--- config.mk ---
export PLATFORM = sky130hd
export DESIGN_NAME = rover_command_motor_controller
export DESIGN_NICKNAME = d
export VERILOG_FILES = /design/src/design/rcmc_pkg.sv /design/src/design/rcmc_core.sv /design/src/design/rover_command_motor_controller.sv
export VERILOG_INCLUDE_DIRS = /design/src /design/src/design
export SDC_FILE = /design/constraint.sdc
export NUM_CORES = 1
export LEC_CHECK = 0
export BUFFER_PORTS_ARGS = -buffer_cell sky130_fd_sc_hd__buf_2
export CORE_UTILIZATION = 67
export CTS_CLUSTER_DIAMETER = 200
export DETAILED_ROUTE_END_ITERATION = 16
export PLACE_DENSITY = 0.95
export SLEW_MARGIN = 25
export SYNTH_ARGS = -nofsm -noshare
export SYNTH_HDL_FRONTEND = slang
export SYNTH_SLANG_ARGS = --single-unit
--- constraint.sdc ---
create_clock -name clock -period 11 [get_ports clock]
set_input_delay 2.2 -clock clock [delete_from_list [all_inputs] [get_ports clock]]
set_output_delay 2.2 -clock clock [all_outputs]
set_load 0.05 [all_outputs]
--- src/design/assert_macros.svh ---
// Concurrent assertion helpers for the design folder
`ifndef ASSERT_MACROS_SVH
`define ASSERT_MACROS_SVH

// Clocked implication check, disabled while reset is high
`define ASSERT_CLK(label, clk, rst, prop, msg) \
   label: assert property (@(posedge clk) disable iff (rst) prop) else $error(msg);

// Clocked check with no reset qualifier
`define ASSERT_CLK_NR(label, clk, prop, msg) \
   label: assert property (@(posedge clk) prop) else $error(msg);

`endif

--- src/design/rcmc_pkg.sv ---
package rcmc_pkg;

   localparam int ThreshW = 11;
   localparam int DutyW   = 16;
   localparam int TicksW  = 24;
   localparam int LevelW  = 4;
   localparam int CapW    = 16;
   localparam int CmdW    = 8;
   localparam int DirW    = 2;
   localparam int OpW     = 2;
   localparam int EvW     = 4;
   localparam int CsrIdxW = 2;

   localparam logic [DirW-1:0] DIR_REV  = 2'd1;
   localparam logic [DirW-1:0] DIR_FWD  = 2'd2;
   localparam logic [DirW-1:0] DIR_STOP = 2'd3;

   localparam logic [CmdW-1:0] CMD_HELP   = 8'h68; // h
   localparam logic [CmdW-1:0] CMD_LEFT   = 8'h4C; // L
   localparam logic [CmdW-1:0] CMD_RIGHT  = 8'h52; // R
   localparam logic [CmdW-1:0] CMD_STOP   = 8'h53; // S
   localparam logic [CmdW-1:0] CMD_FWD    = 8'h4D; // M
   localparam logic [CmdW-1:0] CMD_REV    = 8'h6D; // m
   localparam logic [CmdW-1:0] CMD_FASTER = 8'h41; // A
   localparam logic [CmdW-1:0] CMD_SLOWER = 8'h61; // a
   localparam logic [CmdW-1:0] CMD_STEERL = 8'h3C; // <
   localparam logic [CmdW-1:0] CMD_STEERR = 8'h3E; // >
   localparam logic [CmdW-1:0] CMD_NORM   = 8'h4E; // N

   localparam logic [LevelW-1:0] LEVEL_MIN   = 4'd3;
   localparam logic [LevelW-1:0] LEVEL_MAX   = 4'd9;
   localparam logic [LevelW-1:0] LEVEL_RESET = 4'd5;
   localparam logic [DutyW-1:0]  DUTY_RESET  = 16'd32767;

   localparam logic [ThreshW-1:0] THRESH_RESET = 11'd15;
   localparam logic [DutyW-1:0]   STEP_RESET   = 16'd6553;
   localparam logic [TicksW-1:0]  TICKS_RESET  = 24'd1000;

   localparam logic [CsrIdxW-1:0] CSR_THRESH = 2'd0;
   localparam logic [CsrIdxW-1:0] CSR_STEP   = 2'd1;
   localparam logic [CsrIdxW-1:0] CSR_TICKS  = 2'd2;

   typedef enum logic [OpW-1:0] {
      OP_COMMAND = 2'd0,
      OP_ECHO    = 2'd1,
      OP_TICK    = 2'd2
   } op_type;

   typedef enum logic [1:0] {
      PH_IDLE    = 2'd0,
      PH_STOP    = 2'd1,
      PH_REVERSE = 2'd2,
      PH_RIGHT   = 2'd3
   } phase_type;

   typedef enum logic [EvW-1:0] {
      EV_NONE    = 4'd0,
      EV_MAX     = 4'd1,
      EV_MIN     = 4'd2,
      EV_STOPPED = 4'd3,
      EV_FORWARD = 4'd4,
      EV_REVERSE = 4'd5,
      EV_AVOIDED = 4'd6,
      EV_HELP    = 4'd7,
      EV_SPEED   = 4'd8
   } ev_type;

   typedef struct packed {
      logic [ThreshW-1:0] near_threshold;
      logic [DutyW-1:0]   duty_step;
      logic [TicksW-1:0]  avoid_phase_ticks;
   } cfg_type;

   typedef struct packed {
      logic [DirW-1:0]    left_direction;
      logic [DirW-1:0]    right_direction;
      logic [DutyW-1:0]   duty_a;
      logic [DutyW-1:0]   duty_b;
      logic [LevelW-1:0]  speed_level;
      logic [ThreshW-1:0] range_value;
      logic [EvW-1:0]     event_code;
   } res_type;

endpackage

--- src/design/rcmc_core.sv ---
module rcmc_core (
   input  logic                        clock,
   input  logic                        reset,
   input  logic                        fire,
   input  logic [rcmc_pkg::OpW-1:0]    operation,
   input  logic [rcmc_pkg::CmdW-1:0]   command_byte,
   input  logic [rcmc_pkg::CapW-1:0]   capture_count,
   input  rcmc_pkg::cfg_type           cfg,
   output rcmc_pkg::res_type           result
);
   import rcmc_pkg::*;

   logic                 expect_falling_ff, expect_falling_in;
   logic [CapW-1:0]      rise_time_ff, rise_time_in;
   logic [ThreshW-1:0]   distance_ff, distance_in;
   logic                 reverse_ff, reverse_in;
   logic                 halted_ff, halted_in;
   logic [LevelW-1:0]    level_ff, level_in;
   logic [DutyW-1:0]     duty_a_ff, duty_a_in;
   logic [DutyW-1:0]     duty_b_ff, duty_b_in;
   logic [DirW-1:0]      left_ff, left_in;
   logic [DirW-1:0]      right_ff, right_in;
   phase_type            phase_ff, phase_in;
   logic [TicksW-1:0]    timer_ff, timer_in;

   logic [CapW-1:0]         width;
   logic [CapW+4:0]         width_x17;
   logic [LevelW+DutyW-1:0] level_x_step;
   logic [TicksW-1:0]       timer_inc;
   logic [DirW-1:0]         run_dir;
   ev_type                  ev;

   assign width        = capture_count - rise_time_ff;
   assign width_x17    = {width, 4'b0000} + {5'b00000, width};
   assign level_x_step = level_ff * cfg.duty_step;
   assign timer_inc    = timer_ff + 1'b1;

   always_comb begin
      expect_falling_in = expect_falling_ff;
      rise_time_in      = rise_time_ff;
      distance_in       = distance_ff;
      reverse_in        = reverse_ff;
      halted_in         = halted_ff;
      level_in          = level_ff;
      duty_a_in         = duty_a_ff;
      duty_b_in         = duty_b_ff;
      left_in           = left_ff;
      right_in          = right_ff;
      phase_in          = phase_ff;
      timer_in          = timer_ff;
      ev                = EV_NONE;
      run_dir           = reverse_ff ? DIR_REV : DIR_FWD;

      case (operation)
         OP_COMMAND: begin
            if (phase_ff == PH_IDLE && distance_ff > cfg.near_threshold) begin
               case (command_byte)
                  CMD_HELP: ev = EV_HELP;
                  CMD_LEFT: begin
                     right_in = DIR_STOP;
                     left_in  = run_dir;
                  end
                  CMD_RIGHT: begin
                     left_in  = DIR_STOP;
                     right_in = run_dir;
                  end
                  CMD_STOP: begin
                     halted_in = 1'b1;
                     left_in   = DIR_STOP;
                     right_in  = DIR_STOP;
                     ev        = EV_STOPPED;
                  end
                  CMD_FWD: begin
                     halted_in  = 1'b0;
                     reverse_in = 1'b0;
                     left_in    = DIR_FWD;
                     right_in   = DIR_FWD;
                     ev         = EV_FORWARD;
                  end
                  CMD_REV: begin
                     reverse_in = 1'b1;
                     left_in    = DIR_REV;
                     right_in   = DIR_REV;
                     ev         = EV_REVERSE;
                  end
                  CMD_FASTER: begin
                     if (level_ff < LEVEL_MAX) begin
                        level_in  = level_ff + 1'b1;
                        duty_a_in = duty_a_ff + cfg.duty_step;
                        duty_b_in = duty_b_ff + cfg.duty_step;
                        ev        = EV_SPEED;
                     end else begin
                        ev = EV_MAX;
                     end
                  end
                  CMD_SLOWER: begin
                     if (level_ff > LEVEL_MIN) begin
                        level_in  = level_ff - 1'b1;
                        duty_a_in = duty_a_ff - cfg.duty_step;
                        duty_b_in = duty_b_ff - cfg.duty_step;
                        ev        = EV_SPEED;
                     end else begin
                        ev = EV_MIN;
                     end
                  end
                  CMD_STEERL: begin
                     if (level_ff < LEVEL_MAX) begin
                        duty_a_in = duty_a_ff + cfg.duty_step;
                     end else begin
                        duty_b_in = duty_b_ff - cfg.duty_step;
                     end
                  end
                  CMD_STEERR: begin
                     if (level_ff < LEVEL_MAX) begin
                        duty_b_in = duty_b_ff + cfg.duty_step;
                     end else begin
                        duty_a_in = duty_a_ff - cfg.duty_step;
                     end
                  end
                  CMD_NORM: begin
                     duty_a_in = level_x_step[DutyW-1:0];
                     duty_b_in = level_x_step[DutyW-1:0];
                     ev        = EV_SPEED;
                  end
                  default: ev = EV_NONE;
               endcase
            end
         end
         OP_ECHO: begin
            if (!expect_falling_ff) begin
               rise_time_in      = capture_count;
               expect_falling_in = 1'b1;
            end else begin
               distance_in       = width_x17[CapW+4:10];
               expect_falling_in = 1'b0;
            end
         end
         OP_TICK: begin
            if (phase_ff == PH_IDLE) begin
               if (distance_ff <= cfg.near_threshold && !halted_ff) begin
                  left_in  = DIR_STOP;
                  right_in = DIR_STOP;
                  phase_in = PH_STOP;
                  timer_in = '0;
               end
            end else if (timer_inc >= cfg.avoid_phase_ticks) begin
               timer_in = '0;
               case (phase_ff)
                  PH_STOP: begin
                     reverse_in = 1'b1;
                     left_in    = DIR_REV;
                     right_in   = DIR_REV;
                     phase_in   = PH_REVERSE;
                  end
                  PH_REVERSE: begin
                     left_in  = DIR_STOP;
                     right_in = run_dir;
                     phase_in = PH_RIGHT;
                  end
                  default: begin
                     left_in  = DIR_STOP;
                     right_in = DIR_STOP;
                     phase_in = PH_IDLE;
                     ev       = EV_AVOIDED;
                  end
               endcase
            end else begin
               timer_in = timer_inc;
            end
         end
         default: ev = EV_NONE;
      endcase
   end

   always_ff @(posedge clock) begin
      if (reset) begin
         expect_falling_ff <= 1'b0;
         rise_time_ff      <= '0;
         distance_ff       <= '0;
         reverse_ff        <= 1'b0;
         halted_ff         <= 1'b1;
         level_ff          <= LEVEL_RESET;
         duty_a_ff         <= DUTY_RESET;
         duty_b_ff         <= DUTY_RESET;
         left_ff           <= DIR_STOP;
         right_ff          <= DIR_STOP;
         phase_ff          <= PH_IDLE;
         timer_ff          <= '0;
      end else if (fire) begin
         expect_falling_ff <= expect_falling_in;
         rise_time_ff      <= rise_time_in;
         distance_ff       <= distance_in;
         reverse_ff        <= reverse_in;
         halted_ff         <= halted_in;
         level_ff          <= level_in;
         duty_a_ff         <= duty_a_in;
         duty_b_ff         <= duty_b_in;
         left_ff           <= left_in;
         right_ff          <= right_in;
         phase_ff          <= phase_in;
         timer_ff          <= timer_in;
      end
   end

   assign result.left_direction  = left_in;
   assign result.right_direction = right_in;
   assign result.duty_a          = duty_a_in;
   assign result.duty_b          = duty_b_in;
   assign result.speed_level     = level_in;
   assign result.range_value     = distance_in;
   assign result.event_code      = ev;

endmodule

--- src/design/rover_command_motor_controller.sv ---
// Two-motor rover controller.
// Request channel (req_valid / req_stall) carries one item per transfer: a
// command byte, an echo edge capture or a time tick, chosen by req_operation.
// Every accepted item yields exactly one response transfer on the rsp_
// channel, showing motor directions, duties, speed level, range and an
// event code after that item's update.
// Path: a request transfer fills the input register; the update logic then
// writes the result into the response register, which offers the response.
// Throughput: one item per cycle while rsp_stall is low; the whole update
// is a single pass of logic between the input register and the response
// register.
// When the receiver stalls, the response register holds and the input
// register keeps taking one further item; req_stall rises only when both
// are full and rsp_stall is high.
// Reset (synchronous, active high) empties both registers, restores the
// configuration defaults and puts the rover in the stopped state.
// Configuration: csr_we writes csr_wdata to register csr_index (0 range
// threshold, 1 duty step, 2 phase ticks); write only while no item is open.
`include "assert_macros.svh"

module rover_command_motor_controller (
   input  logic                          clock,
   input  logic                          reset,
   input  logic                          req_valid,
   output logic                          req_stall,
   input  logic [rcmc_pkg::OpW-1:0]      req_operation,
   input  logic [rcmc_pkg::CmdW-1:0]     req_command_byte,
   input  logic [rcmc_pkg::CapW-1:0]     req_capture_count,
   output logic                          rsp_valid,
   input  logic                          rsp_stall,
   output logic [rcmc_pkg::DirW-1:0]     rsp_left_direction,
   output logic [rcmc_pkg::DirW-1:0]     rsp_right_direction,
   output logic [rcmc_pkg::DutyW-1:0]    rsp_duty_a,
   output logic [rcmc_pkg::DutyW-1:0]    rsp_duty_b,
   output logic [rcmc_pkg::LevelW-1:0]   rsp_speed_level,
   output logic [rcmc_pkg::ThreshW-1:0]  rsp_range_value,
   output logic [rcmc_pkg::EvW-1:0]      rsp_event_code,
   input  logic                          csr_we,
   input  logic [rcmc_pkg::CsrIdxW-1:0]  csr_index,
   input  logic [rcmc_pkg::TicksW-1:0]   csr_wdata
);
   import rcmc_pkg::*;

   cfg_type          cfg_ff;
   logic             in_valid_ff;
   logic [OpW-1:0]   in_op_ff;
   logic [CmdW-1:0]  in_cmd_ff;
   logic [CapW-1:0]  in_cap_ff;
   logic             out_valid_ff;
   res_type          out_ff;
   res_type          result;
   logic             advance;

   assign advance   = in_valid_ff && !(out_valid_ff && rsp_stall);
   assign req_stall = in_valid_ff && out_valid_ff && rsp_stall;

   always_ff @(posedge clock) begin
      if (reset) begin
         cfg_ff.near_threshold    <= THRESH_RESET;
         cfg_ff.duty_step         <= STEP_RESET;
         cfg_ff.avoid_phase_ticks <= TICKS_RESET;
      end else if (csr_we) begin
         case (csr_index)
            CSR_THRESH: cfg_ff.near_threshold    <= csr_wdata[ThreshW-1:0];
            CSR_STEP:   cfg_ff.duty_step         <= csr_wdata[DutyW-1:0];
            CSR_TICKS:  cfg_ff.avoid_phase_ticks <= csr_wdata[TicksW-1:0];
            default:    cfg_ff                   <= cfg_ff;
         endcase
      end
   end

   // input register
   always_ff @(posedge clock) begin
      if (reset) begin
         in_valid_ff <= 1'b0;
      end else if (!req_stall) begin
         in_valid_ff <= req_valid;
      end
   end

   always_ff @(posedge clock) begin
      if (!req_stall && req_valid) begin
         in_op_ff  <= req_operation;
         in_cmd_ff <= req_command_byte;
         in_cap_ff <= req_capture_count;
      end
   end

   rcmc_core u_core (
      .clock         (clock),
      .reset         (reset),
      .fire          (advance),
      .operation     (in_op_ff),
      .command_byte  (in_cmd_ff),
      .capture_count (in_cap_ff),
      .cfg           (cfg_ff),
      .result        (result)
   );

   // response register
   always_ff @(posedge clock) begin
      if (reset) begin
         out_valid_ff <= 1'b0;
      end else if (advance) begin
         out_valid_ff <= 1'b1;
      end else if (!rsp_stall) begin
         out_valid_ff <= 1'b0;
      end
   end

   always_ff @(posedge clock) begin
      if (advance) begin
         out_ff <= result;
      end
   end

   assign rsp_valid           = out_valid_ff;
   assign rsp_left_direction  = out_ff.left_direction;
   assign rsp_right_direction = out_ff.right_direction;
   assign rsp_duty_a          = out_ff.duty_a;
   assign rsp_duty_b          = out_ff.duty_b;
   assign rsp_speed_level     = out_ff.speed_level;
   assign rsp_range_value     = out_ff.range_value;
   assign rsp_event_code      = out_ff.event_code;

   `ASSERT_CLK(a_level_range, clock, reset, rsp_valid |-> (rsp_speed_level >= LEVEL_MIN && rsp_speed_level <= LEVEL_MAX), "speed level out of range")
   `ASSERT_CLK(a_avoided_stops, clock, reset, (rsp_valid && rsp_event_code == EV_AVOIDED) |-> (rsp_left_direction == DIR_STOP && rsp_right_direction == DIR_STOP), "avoidance end with motors running")
   `ASSERT_CLK(a_forward_dirs, clock, reset, (rsp_valid && rsp_event_code == EV_FORWARD) |-> (rsp_left_direction == DIR_FWD && rsp_right_direction == DIR_FWD), "forward event without forward drive")
   `ASSERT_CLK(a_reverse_dirs, clock, reset, (rsp_valid && rsp_event_code == EV_REVERSE) |-> (rsp_left_direction == DIR_REV && rsp_right_direction == DIR_REV), "reverse event without reverse drive")

endmodule

==> reports/metrics.yaml <==
min_period_ns: 5.24
diodes: 0
power_per_cell_area_nw_per_um2: 120
cts_root_buffer: "clkbuf_16"
multi_input_area_um2: 9970
insertion_delay_ns: 0.57
synthCells: 1964
synth_area_leaders: "dfxtp_1 (18%), edfxtp_1 (15%), ha_1 (11%)"
post_cts_hold_buffer_count: 0
yosysUniqueCellTypes: 85
syn_area_um2: 16300
worst_pin_slew_ns: 1.11
end_kind: "register"
post_cts_buffers: 0
ant_nets: 0
critPathRequiredTime_ns: 11.37
die_area_um2: 24900
cp.arrival_ns: 5.62
tritoncts: "done"
synth_edf_count: 81
ys_async_sr_fraction_pct: 0
die_x_um: 158
power_w: 0.00215
avgSynthCellArea_um2: 8.30
ff_latch_area_um2: 5420
routabilityCongestion: 0.996
outcome: "finished, final reports clean"
final_layout_size_suffix_gt1_share_pct: 9.92
synth_nets: 2194
initial_core_util_pct: 68.8
routed_wl_mm: 49.5
grt.overflow.total: 0
io_buffers: 113
drt_pass1_iterations: 9
synth_warnings: 0
drt_iter0_markers: 1904
synth_seq_area_share_pct: 33.2
cpPeakStageDelay_ns: 0.81
vias: 15600
die_y_um: 158
hp-class: "register to register"
grt_util_all_layers_pct: 39.8
cts_num_sinks: 230
startpoint_type: "register"
syn_to_final_growth_pct: 9.61
grt_pass1_wl_mm: 77.1
drv_slew: 0
synth-main-ff-cell: "dfxtp_1"
clockBufferDepth: 3
max-cap-violations: 0
rrSetupSlack_ns: 5.76
synth_top_cell_by_area: "dfxtp_1"
drc: 0
peakVddDrop_v: 0.000156
maxSlewHeadroom_pct: 26.0
place_hpwl_mm: 35.2
grt_max_degree: 87
viasPerCell: 6.60
fin_setup_tns_ns: 0
synth_top_cell_area_share_pct: 18.3
crit_fanout: 24
nFillCells: 1689
cts_max_level: 1
cpMaxStageDelayCell: "dfxtp_1"
nNetsFinal: 2257
crit_buf_inv: 1
path_clk_slew_ns: 0.06
ys_seq_elements: 230
io_pins: 114
path_class: "register to register"
path_cells: "nand2_1, fa_1, fa_1, inv_1, ha_1, a211oi_1, nor2_1, o31ai_1, o311ai_0, o41ai_1, xnor2_1, nor2_1, a2111oi_0, a221oi_1"
routedWlPerCell_um: 20.9
clock.fmax_mhz: 191
rsz0062_at_grt: "no"
p_leak_nw: 7.07
setup_violations: 0
cp_top_family: "compound AO/OA/AOI/OAI gates"
timing.final.crit_share_pct: 47.7
rows: 56
finalHoldViolations: 0
grt_antenna_before_repair: 0
core_um2: 23700
cts_inserted_buffers: 25
grt_pass1_vias: 14900
skew_ns: 0.0262
cts_resized: 0
-- area by class of cell --
cell class	count	area share (%)
Tap cell	319	2.23
Clock buffer	29	3.70
Clock inverter	17	1.00
Inverter	150	3.16
Sequential cell	230	30.3
Multi-Input combinational cell	1493	55.8
Timing Repair Buffer	127	3.77
-- cell families (layout without fill, tap and decap cells) --
| kind of cell | count (synthesis) | count (layout) | share of synthesized area [%] |
|---|---|---|---|
| compound gates | 586 | 586 | 23.2 |
| xor+xnor | 82 | 82 | 4.52 |
| fa+ha+maj | 173 | 173 | 14.7 |
| buf+inv | 241 | 323 | 5.66 |
| flops | 230 | 230 | 33.2 |
| mux | 3 | 3 | 0.192 |
| simple gates | 649 | 649 | 18.6 |
-- synthesized netlist by cell type (26+ instances only) --
| master | number |
|---|---|
| a21oi_1 | 195 |
| nand3_1 | 47 |
| nor2_1 | 128 |
| edfxtp_1 | 81 |
| a21o_1 | 41 |
| dfxtp_1 | 149 |
| and2_1 | 29 |
| ha_1 | 143 |
| clkbuf_1 | 75 |
| fa_1 | 30 |
| nand2_1 | 283 |
| xnor2_1 | 58 |
| inv_1 | 149 |
| o211ai_1 | 32 |
| o21ai_0 | 114 |
| nor3_1 | 26 |
-- worst paths after layout --
kind | from | to | depth (start not counted)
worst max register to register | u_core.level_ff[3]$_SDFFE_PP0P_ | u_core.duty_b_ff[15]$_SDFFE_PP0P_ | 14
worst min-delay path | cfg_ff[50]$_SDFFE_PP0P_ | cfg_ff[50]$_SDFFE_PP0P_ | 2
worst max-delay path | u_core.level_ff[3]$_SDFFE_PP0P_ | u_core.duty_b_ff[15]$_SDFFE_PP0P_ | 14
worst min register to register | cfg_ff[50]$_SDFFE_PP0P_ | cfg_ff[50]$_SDFFE_PP0P_ | 2
-- where the power goes --
group | switching (W) | internal (W) | total, W
combinational | 0.000222 | 0.000133 | 0.000356
clock | 0.000370 | 0.000503 | 0.000873
sequential | 0.0000231 | 0.000900 | 0.000924
total | 0.000616 | 0.00154 | 0.00215
-- routing by layer --
| layer | vias up | wire length (µm) | GRT usage, % |
|---|---|---|---|
| li1 | 7084 | - | - |
| met1 | 7231 | 18300 | 48.1 |
| met2 | 1014 | 22400 | 64.4 |
| met3 | 274 | 4900 | 7.20 |
| met4 | 0 | 3900 | 27.7 |
| met5 | - | 0 | 0 |
-- sequential cells by signal, summed over array words and instances (netlist names), 2 cells and up --
name,cells
cfg_ff,51
u_core.rise_time_ff,16
rsp_duty_b,16
u_core.level_ff,4
u_core.timer_ff,24
u_core.left_ff,2
rsp_speed_level,4
in_op_ff,2
rsp_duty_a,16
rsp_range_value,11
in_cap_ff,16
rsp_right_direction,2
in_cmd_ff,8
u_core.right_ff,2
u_core.phase_ff,2
u_core.duty_a_ff,16
u_core.distance_ff,11
rsp_event_code,4
rsp_left_direction,2
u_core.duty_b_ff,16
-- worst reg2reg max path, stage by stage (launching register included) --
cell	delay, ns
dfxtp_1	0.81
nand2_1	0.18
fa_1	0.56
fa_1	0.57
inv_1	0.07
ha_1	0.31
a211oi_1	0.27
nor2_1	0.13
o31ai_1	0.51
o311ai_0	0.30
o41ai_1	0.40
xnor2_1	0.18
nor2_1	0.10
a2111oi_0	0.48
a221oi_1	0.18
-- cells in the final DEF (no fill, tap or decap), types with 23 or more instances in the layout --
cell         n
a21o_1      41
a21oi_1    195
and2_1      29
buf_2      112
clkbuf_16   25
dfxtp_1    149
edfxtp_1    81
fa_1        30
ha_1       143
inv_1      149
nand2_1    283
nand3_1     47
nor2_1     126
nor3_1      26
o211ai_1    32
o21ai_0    114
xnor2_1     58
xor2_1      23
-- metrics by stage --
step           hold WS, ns  instance area (µm²)  utilization [%]  std cells  setup slack [ns]
2_1_floorplan        0.436                16300                -       1964              6.12
5_1_grt              0.473                17900             75.4       2365              5.38
4_1_cts              0.456                17900             75.4       2365              5.90
3_3_place_gp         0.442                17000             71.8       2319              6.03
6_report             0.456                17900             75.4       2365              5.76
3_5_place_dp         0.447                17000             71.9       2319              5.94
No activity file was read; power rests on OpenSTA's default activity.
